## config.mk

```make
export PLATFORM = sky130hd
export DESIGN_NAME = chroma_key_color_palette_top
export DESIGN_NICKNAME = d
export VERILOG_FILES = /design/src/sv/ckp_pkg.sv /design/src/sv/ckp_cell.sv /design/src/sv/ckp_out.sv /design/src/sv/chroma_key_color_palette_top.sv
export VERILOG_INCLUDE_DIRS = /design/src /design/src/sv
export SDC_FILE = /design/constraint.sdc
export NUM_CORES = 2
export LEC_CHECK = 0
export BUFFER_PORTS_ARGS = -buffer_cell sky130_fd_sc_hd__clkbuf_2
export CAP_MARGIN = 20
export CORE_MARGIN = 4
export CORE_UTILIZATION = 61
export DETAILED_ROUTE_END_ITERATION = 10
export PLACE_DENSITY = 0.77
export REMOVE_ABC_BUFFERS = 1
export SETUP_SLACK_MARGIN = 0.02
export SLEW_MARGIN = 5
export SYNTH_ARGS = -nofsm -noshare
export SYNTH_HDL_FRONTEND = slang
export SYNTH_SLANG_ARGS = --single-unit
```

## constraint.sdc

```tcl
create_clock -name clk_i -period 21.1 [get_ports clk_i]
set_input_delay 3.165 -clock clk_i [delete_from_list [all_inputs] [get_ports clk_i]]
set_output_delay 3.165 -clock clk_i [all_outputs]
set_load 0.01 [all_outputs]
```

## src/sv/assert_macros.svh

```systemverilog
// Assertion macros shared by the chroma key RTL.
`ifndef ASSERT_MACROS_SVH
`define ASSERT_MACROS_SVH
`ifndef SYNTHESIS
// Check that a condition holds at every clock edge outside reset.
`define CKP_ASSERT(lbl, clk, rst_n, cond, msg) \
  lbl: assert property (@(posedge clk) disable iff (!rst_n) (cond)) else $error(msg);
// Check that a consequent holds whenever an antecedent holds.
`define CKP_ASSERT_IMPLY(lbl, clk, rst_n, ante, cons, msg) \
  lbl: assert property (@(posedge clk) disable iff (!rst_n) (ante) |-> (cons)) else $error(msg);
`else
`define CKP_ASSERT(lbl, clk, rst_n, cond, msg)
`define CKP_ASSERT_IMPLY(lbl, clk, rst_n, ante, cons, msg)
`endif
`endif

```

## src/sv/ckp_pkg.sv

```systemverilog
// Types, constants and helpers of the chroma key block.
`default_nettype none
package ckp_pkg;

  localparam int PaletteSize = 10;
  localparam int SlotW       = (PaletteSize > 1) ? $clog2(PaletteSize) : 1;
  localparam int CfgIdxW     = 2;

  localparam logic [7:0] DrawTol        = 8'd5;
  localparam logic [7:0] AlphaOpaque    = 8'd255;
  localparam logic [7:0] AlphaClear     = 8'd0;
  localparam logic [7:0] ThresholdReset = 8'd30;
  localparam logic [7:0] EraseGreenBase = 8'd100;
  localparam logic [7:0] EraseGreenStep = 8'd5;

  localparam logic [CfgIdxW-1:0] CfgKeyThreshold = CfgIdxW'(0);
  localparam logic [CfgIdxW-1:0] CfgPickToErase  = CfgIdxW'(1);

  typedef enum logic {
    CmdKey  = 1'b0,
    CmdPick = 1'b1
  } cmd_e;

  typedef struct packed {
    cmd_e       cmd;
    logic [7:0] red;
    logic [7:0] green;
    logic [7:0] blue;
  } pix_in_t;

  typedef struct packed {
    logic [7:0] out_red;
    logic [7:0] out_green;
    logic [7:0] out_blue;
    logic [7:0] out_alpha;
  } pix_out_t;

  typedef struct packed {
    logic [7:0] red;
    logic [7:0] green;
    logic [7:0] blue;
  } rgb_t;

  // Item as it travels down the cell chain.
  typedef struct packed {
    cmd_e             cmd;
    logic             to_erase;
    logic [SlotW-1:0] slot;
    rgb_t             pix;
    logic             erase_hit;
    logic             draw_hit;
  } item_t;

  // Reset green level of erase entry idx.
  function automatic logic [7:0] erase_reset_green(logic [SlotW-1:0] idx);
    logic [15:0] prod;
    prod = 16'(idx) * 16'(EraseGreenStep);
    return EraseGreenBase + prod[7:0];
  endfunction

endpackage
`default_nettype wire

```

## src/sv/ckp_cell.sv

```systemverilog
// One chain cell: holds an erase and a draw entry and matches passing pixels.
`default_nettype none
`include "assert_macros.svh"
module ckp_cell (
  input  wire logic                      clk_i,
  input  wire logic                      rst_ni,
  input  wire logic                      adv_i,
  input  wire logic [7:0]                thr_i,
  input  wire logic [ckp_pkg::SlotW-1:0] cell_idx_i,
  input  wire logic                      valid_i,
  input  wire ckp_pkg::item_t            item_i,
  output logic                           valid_o,
  output ckp_pkg::item_t                 item_o
);

  function automatic logic [7:0] abs_diff(logic [7:0] a, logic [7:0] b);
    return (a > b) ? (a - b) : (b - a);
  endfunction

  function automatic logic near(ckp_pkg::rgb_t p, ckp_pkg::rgb_t q, logic [7:0] tol);
    return (abs_diff(p.red, q.red) < tol) &&
           (abs_diff(p.green, q.green) < tol) &&
           (abs_diff(p.blue, q.blue) < tol);
  endfunction

  ckp_pkg::rgb_t  erase_q, draw_q;
  logic           valid_q;
  ckp_pkg::item_t item_q, item_d;
  logic           pick_here, erase_we, draw_we;

  // Decode a pick aimed at this cell
  assign pick_here = adv_i && valid_i && (item_i.cmd == ckp_pkg::CmdPick) &&
                     (item_i.slot == cell_idx_i);
  assign erase_we  = pick_here && item_i.to_erase;
  assign draw_we   = pick_here && !item_i.to_erase;

  // Accumulate palette matches against the entries held here
  always_comb begin
    item_d = item_i;
    item_d.erase_hit = item_i.erase_hit | near(item_i.pix, erase_q, thr_i);
    item_d.draw_hit  = item_i.draw_hit  | near(item_i.pix, draw_q, ckp_pkg::DrawTol);
  end

  // Store picked colors
  always_ff @(posedge clk_i or negedge rst_ni) begin
    if (!rst_ni) begin
      erase_q <= '{red: 8'd0, green: ckp_pkg::erase_reset_green(cell_idx_i), blue: 8'd0};
      draw_q  <= '0;
    end else begin
      if (erase_we) erase_q <= item_i.pix;
      if (draw_we)  draw_q  <= item_i.pix;
    end
  end

  // Hand the item to the next cell
  always_ff @(posedge clk_i or negedge rst_ni) begin
    if (!rst_ni) begin
      valid_q <= 1'b0;
    end else if (adv_i) begin
      valid_q <= valid_i;
    end
  end

  always_ff @(posedge clk_i) begin
    if (adv_i) begin
      item_q <= item_d;
    end
  end

  assign valid_o = valid_q;
  assign item_o  = item_q;

  `CKP_ASSERT_IMPLY(a_erase_hold, clk_i, rst_ni, !$past(erase_we), erase_q == $past(erase_q),
                    "erase entry changed without a pick transfer")
  `CKP_ASSERT_IMPLY(a_draw_hold, clk_i, rst_ni, !$past(draw_we), draw_q == $past(draw_q),
                    "draw entry changed without a pick transfer")

endmodule
`default_nettype wire

```

## src/sv/ckp_out.sv

```systemverilog
// Output stage: green dominance test, alpha decision and result register.
`default_nettype none
`include "assert_macros.svh"
module ckp_out (
  input  wire logic           clk_i,
  input  wire logic           rst_ni,
  input  wire logic [7:0]     thr_i,
  input  wire logic           valid_i,
  input  wire ckp_pkg::item_t item_i,
  input  wire logic           out_ready_i,
  output logic                adv_o,
  output logic                out_valid_o,
  output ckp_pkg::pix_out_t   out_data_o
);

  logic              out_valid_q;
  ckp_pkg::pix_out_t out_q, out_d;
  logic              green_dom;
  logic [7:0]        g_minus_r;

  // Advance the chain whenever the result register is free or being taken
  assign adv_o = !out_valid_q || out_ready_i;

  // Decide alpha
  always_comb begin
    g_minus_r = item_i.pix.green - item_i.pix.red;
    green_dom = (item_i.pix.green > item_i.pix.red) &&
                (item_i.pix.green > item_i.pix.blue) && (g_minus_r > thr_i);
    out_d.out_red   = item_i.pix.red;
    out_d.out_green = item_i.pix.green;
    out_d.out_blue  = item_i.pix.blue;
    if (item_i.draw_hit) begin
      out_d.out_alpha = ckp_pkg::AlphaOpaque;
    end else if (green_dom || item_i.erase_hit) begin
      out_d.out_alpha = ckp_pkg::AlphaClear;
    end else begin
      out_d.out_alpha = ckp_pkg::AlphaOpaque;
    end
  end

  // Load key results, drop picks
  always_ff @(posedge clk_i or negedge rst_ni) begin
    if (!rst_ni) begin
      out_valid_q <= 1'b0;
    end else if (adv_o) begin
      out_valid_q <= valid_i && (item_i.cmd == ckp_pkg::CmdKey);
    end
  end

  always_ff @(posedge clk_i) begin
    if (adv_o) begin
      out_q <= out_d;
    end
  end

  assign out_valid_o = out_valid_q;
  assign out_data_o  = out_q;

  `CKP_ASSERT_IMPLY(a_alpha_code, clk_i, rst_ni, out_valid_q,
                    out_q.out_alpha == ckp_pkg::AlphaOpaque ||
                    out_q.out_alpha == ckp_pkg::AlphaClear,
                    "alpha is neither clear nor opaque")

endmodule
`default_nettype wire

```

## src/sv/chroma_key_color_palette_top.sv

```systemverilog
// Top level of the chroma key block with erase and draw palettes.
//
//   channel  direction  handshake                  payload
//   in       input      in_valid_i / in_ready_o    in_data_i  (cmd, red, green, blue)
//   out      output     out_valid_o / out_ready_i  out_data_o (RGB and alpha)
//   cfg      input      cfg_valid_i / cfg_ready_o  cfg_index_i, cfg_data_i
//
// One item enters per cycle while the chain advances; a pixel result is registered in
// each cell of the chain (one palette entry pair per cell) and then in the result register.
// Picks travel the chain like pixels and write the matching cell; they give no result.
// The whole chain holds while the result register is full and not taken.
// Reset loads the palette reset colors directly; no clearing pass is needed.
`default_nettype none
`include "assert_macros.svh"
module chroma_key_color_palette_top (
  input  wire logic                        clk_i,
  input  wire logic                        rst_ni,
  input  wire logic                        in_valid_i,
  output logic                             in_ready_o,
  input  wire ckp_pkg::pix_in_t            in_data_i,
  output logic                             out_valid_o,
  input  wire logic                        out_ready_i,
  output ckp_pkg::pix_out_t                out_data_o,
  input  wire logic                        cfg_valid_i,
  output logic                             cfg_ready_o,
  input  wire logic [ckp_pkg::CfgIdxW-1:0] cfg_index_i,
  input  wire logic [7:0]                  cfg_data_i
);

  localparam int N = ckp_pkg::PaletteSize;

  logic [7:0]                  thr_q;
  logic                        to_erase_q;
  logic [ckp_pkg::SlotW-1:0]   erase_slot_q, draw_slot_q;
  logic                        adv, in_xfer, pick_xfer;
  logic                        valid_w [0:N];
  ckp_pkg::item_t              item_w  [0:N];

  function automatic logic [ckp_pkg::SlotW-1:0] next_slot(logic [ckp_pkg::SlotW-1:0] s);
    return (s == ckp_pkg::SlotW'(N - 1)) ? '0 : s + 1'b1;
  endfunction

  assign cfg_ready_o = 1'b1;
  assign in_ready_o  = adv;
  assign in_xfer     = in_valid_i && adv;
  assign pick_xfer   = in_xfer && (in_data_i.cmd == ckp_pkg::CmdPick);

  // Write configuration registers
  always_ff @(posedge clk_i or negedge rst_ni) begin
    if (!rst_ni) begin
      thr_q      <= ckp_pkg::ThresholdReset;
      to_erase_q <= 1'b1;
    end else if (cfg_valid_i) begin
      if (cfg_index_i == ckp_pkg::CfgKeyThreshold) thr_q <= cfg_data_i;
      if (cfg_index_i == ckp_pkg::CfgPickToErase)  to_erase_q <= cfg_data_i[0];
    end
  end

  // Advance the slot pointer of the selected ring on each pick
  always_ff @(posedge clk_i or negedge rst_ni) begin
    if (!rst_ni) begin
      erase_slot_q <= '0;
      draw_slot_q  <= '0;
    end else if (pick_xfer) begin
      if (to_erase_q) erase_slot_q <= next_slot(erase_slot_q);
      else            draw_slot_q  <= next_slot(draw_slot_q);
    end
  end

  // Build the chain entry item
  assign valid_w[0] = in_valid_i;
  assign item_w[0]  = '{cmd:       in_data_i.cmd,
                        to_erase:  to_erase_q,
                        slot:      to_erase_q ? erase_slot_q : draw_slot_q,
                        pix:       '{red:   in_data_i.red,
                                     green: in_data_i.green,
                                     blue:  in_data_i.blue},
                        erase_hit: 1'b0,
                        draw_hit:  1'b0};

  // Chain of palette cells
  for (genvar k = 0; k < N; k++) begin : g_cell
    ckp_cell u_cell (
      .clk_i      (clk_i),
      .rst_ni     (rst_ni),
      .adv_i      (adv),
      .thr_i      (thr_q),
      .cell_idx_i (ckp_pkg::SlotW'(k)),
      .valid_i    (valid_w[k]),
      .item_i     (item_w[k]),
      .valid_o    (valid_w[k+1]),
      .item_o     (item_w[k+1])
    );
  end

  ckp_out u_out (
    .clk_i       (clk_i),
    .rst_ni      (rst_ni),
    .thr_i       (thr_q),
    .valid_i     (valid_w[N]),
    .item_i      (item_w[N]),
    .out_ready_i (out_ready_i),
    .adv_o       (adv),
    .out_valid_o (out_valid_o),
    .out_data_o  (out_data_o)
  );

  `CKP_ASSERT(a_erase_slot_range, clk_i, rst_ni, erase_slot_q < ckp_pkg::SlotW'(N - 1) ||
              erase_slot_q == ckp_pkg::SlotW'(N - 1), "erase slot beyond palette")
  `CKP_ASSERT(a_draw_slot_range, clk_i, rst_ni, draw_slot_q < ckp_pkg::SlotW'(N - 1) ||
              draw_slot_q == ckp_pkg::SlotW'(N - 1), "draw slot beyond palette")

endmodule
`default_nettype wire
```

Word level (Yosys, flattened, before mapping):

Index checks and enable logic that the tools add are counted.

* bits in latches: 0
* register bits after elaboration: 855
* memories kept: 0
* input bits: 40
* RAM bits: 0
* logic and storage cells: 611
* output and inout bits: 35
* ROM bits: 0

* reductions and logical operators: 112
* shifts and indexed selects: 0
* multiply operators: 0
* $add $sub $neg: 123
* multiplexer cells: 64
* div/mod/pow operators: 0
* $lt $le $gt $ge: 123
* bitwise operators: 20
* equal/unequal tests: 12

Operators by type and width (number)
* 8-bit subtractor: 121
* 8-bit greater-than comparator: 63
* 8-bit two-way mux: 61
* 8-bit by 3-bit less-than comparator with 1-bit output, second input constant: 30
* 8-bit less-than comparator: 30
* 1-bit logical AND: 93
* 1-bit bitwise OR: 18
* 4-bit by 3-bit == test with 1-bit output, second input constant: 4
* 4-bit == test, second input constant: 4
* 4-bit two-way mux: 3
* 1-bit zero test: 11
* 4-bit by 1-bit adder with 4-bit output, second input constant: 2
* 4-bit by 2-bit == test with 1-bit output, second input constant: 2
* 2-bit AND reduction: 4
* 4-bit by 1-bit == test with 1-bit output, second input constant: 1
* 4-bit zero test: 1
* 2-bit by 1-bit == test with 1-bit output, second input constant: 1
* 2-bit zero test: 1
* 1-bit logical OR: 2
* 1-bit inverter: 2

Logic depth before layout (Yosys ltp):

* word-level depth: 6
* depth in mapped cells: 20
* depth with buffers taken out: 19

Worst setup path after synthesis:

No wires, ideal clock.

* path type: input to output
* start: in out_ready_i
* end: out in_ready_o
* path buffers: 3
* stages: 5
* arrival: 13.027 ns
* slack: 4.908 ns
* cell sequence: nor2b_1 -> clkbuf_1 -> inv_2 -> buf_2 -> buf_1

* longest elaborated chain between the ends: 1

Ends and longest elaborated chain
* start: declaration: RTL line chroma_key_color_palette_top.sv:22 `input wire logic out_ready_i,`
* 1-bit logical OR: RTL line ckp_out.sv:22 `assign adv_o = !out_valid_q || out_ready_i;`
* end: declaration: RTL line chroma_key_color_palette_top.sv:19 `output logic in_ready_o,`

Every way passes these cells.

Worst setup path in the final report:

Same ends and word-level chain as after synthesis.

==> reports/qor.txt <==
OUTCOME
-------------------------------------------------------------------------------------
Status                                                                   complete, no violations

DETAILED ROUTING
-------------------------------------------------------------------------------------
Final wirelength                                                           178,000 um
Detail-routed net length per standard cell                                    18.6 um
Count of unresolved DRC violations after routing                                    0
First-pass DRT Iterations                                                           6
Drt first-iter violations                                                       3,852
Total number of vias                                                           56,900
Remaining antenna violation count                                                   0
Detail-routed via count per cell                                                 5.95

GRT
-------------------------------------------------------------------------------------
First-pass GRT wire length                                                 291,000 um
Pin count of the biggest net entering global routing                              160
Number of global-route vias before repair                                      57,300
Antenna violations before repair                                                    0
Grt total ovfl                                                                      0
Total global routing track utilization                                          28.1%

STA
-------------------------------------------------------------------------------------
Highest achievable clock rate                                                 128 MHz
Final Hold Violating Endpoints                                                      0
Max Transition Viols Final                                                          0
Share of the clock period used by the worst path                                37.0%
Final setup violation count                                                         0
Worst Clk Skew                                                              0.0236 ns
Slew of the pin with the lowest slew margin                                   1.19 ns
Accumulated negative setup slack                                                 0 ns
Worst slack on hold paths                                                    0.432 ns
RSZ-0062 raised after global routing                                            false
Clock period minus final worst setup slack                                    7.80 ns
Relative slew slack                                                             20.5%

WORST SETUP PATH
-------------------------------------------------------------------------------------
Worst setup path start                                                    out_ready_i
Crit path buffers/inverters                                                         3
CP cell instances                                                        clkbuf_2 > nor2b_1 > inv_8 > clkbuf_2
Max FO, Critical Path                                                              78
Kind of start point of the critical path                                    input pin
Arrival time worst endpoint                                                   4.63 ns
Crit path to                                                               in_ready_o
Type of the setup path with the least slack                                    in2out
Top delay family on crit path                                            buffers and inverters
FF-to-FF setup slack                                                         16.25 ns
Worst stage delay on the critical path                                        0.71 ns
Data required time at the worst endpoint                                     17.94 ns
Reg2Reg Launch Point                                                     g_cell[0].u_cell.item_o[18]
Kind of capture point of the worst setup path                            primary output
Worst r2r dst                                                            g_cell[1].u_cell.item_o[1]
Critical path depth in cells                                                        4
Crit path max-delay cell type                                                 nor2b_1
Most used cell, CP                                                           clkbuf_2
Number of cells traversed by the worst register-to-register path                   18

LAYOUT
-------------------------------------------------------------------------------------
Filler Cells Inserted                                                           9,564
Synthesis-to-layout area growth                                                 7.17%
Share of final-layout standard cells stronger than drive strength 1             6.56%
Most frequent standard cell in the layout excluding fill and tap cells           ha_1
Fin area                                                                   0.0778 mm2
Net count reported at finish                                                    9,235
Antenna cell count                                                                  0
Highest-count cells in the layout ignoring fill and taps                 ha_1 (1,134), inv_1 (1,047), o21ai_0 (753), nand2_1 (653), a21oi_1 (601)
Core utilization of the finished layout                                         65.9%

LOGIC SYNTHESIS
-------------------------------------------------------------------------------------
Synthesis Warnings                                                                  0
Library cells used by synthesis                                                    92
Cell count after synthesis                                                      7,973
Synthesized cell area                                                      0.0726 mm2
Part of the Yosys area used for sequential elements                             31.6%
EDFF count, synth                                                                 340
Most used flip-flop cell after synthesis                                      dfrtp_1
Average size of a mapped cell                                                9.11 um2
Register bit count reported by yosys                                              848
Proportion of synthesized flip-flops having asynchronous set or reset           59.9%

CLOCK NETWORK
-------------------------------------------------------------------------------------
PostCTS Resize Cnt                                                                  0
Clock latency on the worst-skew pair                                          0.70 ns
Root buf cell                                                               clkbuf_16
Hold-fix buffer count after cts                                                     0
CTS max path bufs                                                                   3
Setup fix buffers added after clock tree synthesis                                  0
Inserted Clock Buffers                                                             98
H-Tree Depth                                                                        3
CTS tree                                                                        built
Number of clock sinks                                                             848
Worst-path clk slew                                                           0.06 ns

DIE
-------------------------------------------------------------------------------------
Initial standard-cell utilization of the core                                   61.5%
Core ar.                                                                    0.118 mm2
Top-level I/O count                                                                75
Die extent in x                                                                353 um
Die area                                                                    0.125 mm2
Die height                                                                     353 um
Core Rows                                                                         126

PLACE
-------------------------------------------------------------------------------------
# port buffers                                                                     73
Routability Congestion                                                          0.936
Final HPWL from detailed placement                                         132,000 um
Placed cell area                                                           0.0743 mm2

HOLD PATH
-------------------------------------------------------------------------------------
Worst min path class                                                          reg2reg

FLOW RUN
-------------------------------------------------------------------------------------
Number of violations of the max-capacitance limit                                   0

==> layout make-up <==
cell class	count	area (um2)	area share, %
multi-input cells	5825	44800	57.6
flip-flops and latches	848	23000	29.5
inverters	1055	3970	5.10
clock buffers	126	2650	3.40
well taps	1536	1920	2.47
repair buffers	112	806	1.04
clock inverters	57	714	0.918
==> cell families (layout without fill, tap and decap cells) <==
kind of cell             after synthesis  after routing  share of synthesized area (%)
AO/OA/AOI/OAI                       2289           2289                           19.8
AND/OR/NAND/NOR                     1678           1678                           10.9
buffers and inverters               1300           1350                           6.85
adder cells (fa/ha/maj)             1255           1255                           22.9
flip-flops                           848            848                           31.6
XOR/XNOR                             317            317                           3.82
multiplexers                         285            285                           4.12
other                                  1              1                        0.00516
==> cells in the mapped netlist (45+ instances only) <==
cell	count	area (um2)
dfrtp_1	464	11600
inv_1	1054	3960
o22ai_1	115	719
nor2_1	361	1360
xnor2_1	193	1690
nand3_1	67	335
mux2i_1	181	1810
a21o_1	187	1400
nand2b_1	72	450
o21ai_0	753	3770
o21a_1	103	773
nor2b_1	111	694
edfxtp_1	340	10200
xor2_1	124	1090
o21bai_1	58	435
nand4_1	139	870
mux2_2	103	1160
clkbuf_1	202	758
a21oi_1	601	3010
a21boi_0	45	338
nand2_1	653	2450
o211ai_1	59	443
fa_1	121	2420
nor3_1	80	400
ha_1	1134	14200
==> registers in the layout, summed over array words and instances (netlist names) <==
| signal | cells |
|---|---|
| g_cell.u_cell.valid_o | 10 |
| thr_q | 8 |
| g_cell.u_cell.erase_q | 240 |
| g_cell.u_cell.draw_q | 240 |
| u_out.out_data_o | 25 |
| g_cell.u_cell.item_o | 315 |
| to_erase_q | 1 |
| draw_slot_q | 4 |
| erase_slot_q | 4 |
| u_out.out_valid_o | 1 |
==> how the worst min path moves through the flow <==
stage / start / end / slack, ns / cells after the start
after floorplan: g_cell[9].u_cell.item_o[31] / u_out.out_valid_o / 0.40 / 1
after global placement: g_cell[1].u_cell.item_o[27] / g_cell[2].u_cell.item_o[27] / 0.42 / 0
after detailed placement: g_cell[6].u_cell.item_o[29] / g_cell[7].u_cell.item_o[29] / 0.43 / 0
after CTS: g_cell[4].u_cell.item_o[26] / g_cell[5].u_cell.item_o[26] / 0.44 / 0
after global routing: g_cell[4].u_cell.item_o[26] / g_cell[5].u_cell.item_o[26] / 0.46 / 0
final: g_cell[4].u_cell.item_o[26] / g_cell[5].u_cell.item_o[26] / 0.43 / 0
==> per-stage QoR <==
stage               worst slack, ns  cells
CTS                           13.31   9548
global route                  13.12   9559
floorplan                     10.49   7728
finish                        13.30   9559
detailed placement            13.31   9365
global placement              13.40   9365
==> metal layers <==
layer	wire, um	part of all wire, %	global-route usage (%)
met1	73100	41	33.8
met2	88700	50	51.0
met3	7480	4.2	3.26
met4	8470	4.8	11.8
met5	0	0	0
Power is left out: the tool's default activity adds up to more than one toggle a clock period on the data nets, which glitch-free logic cannot reach.
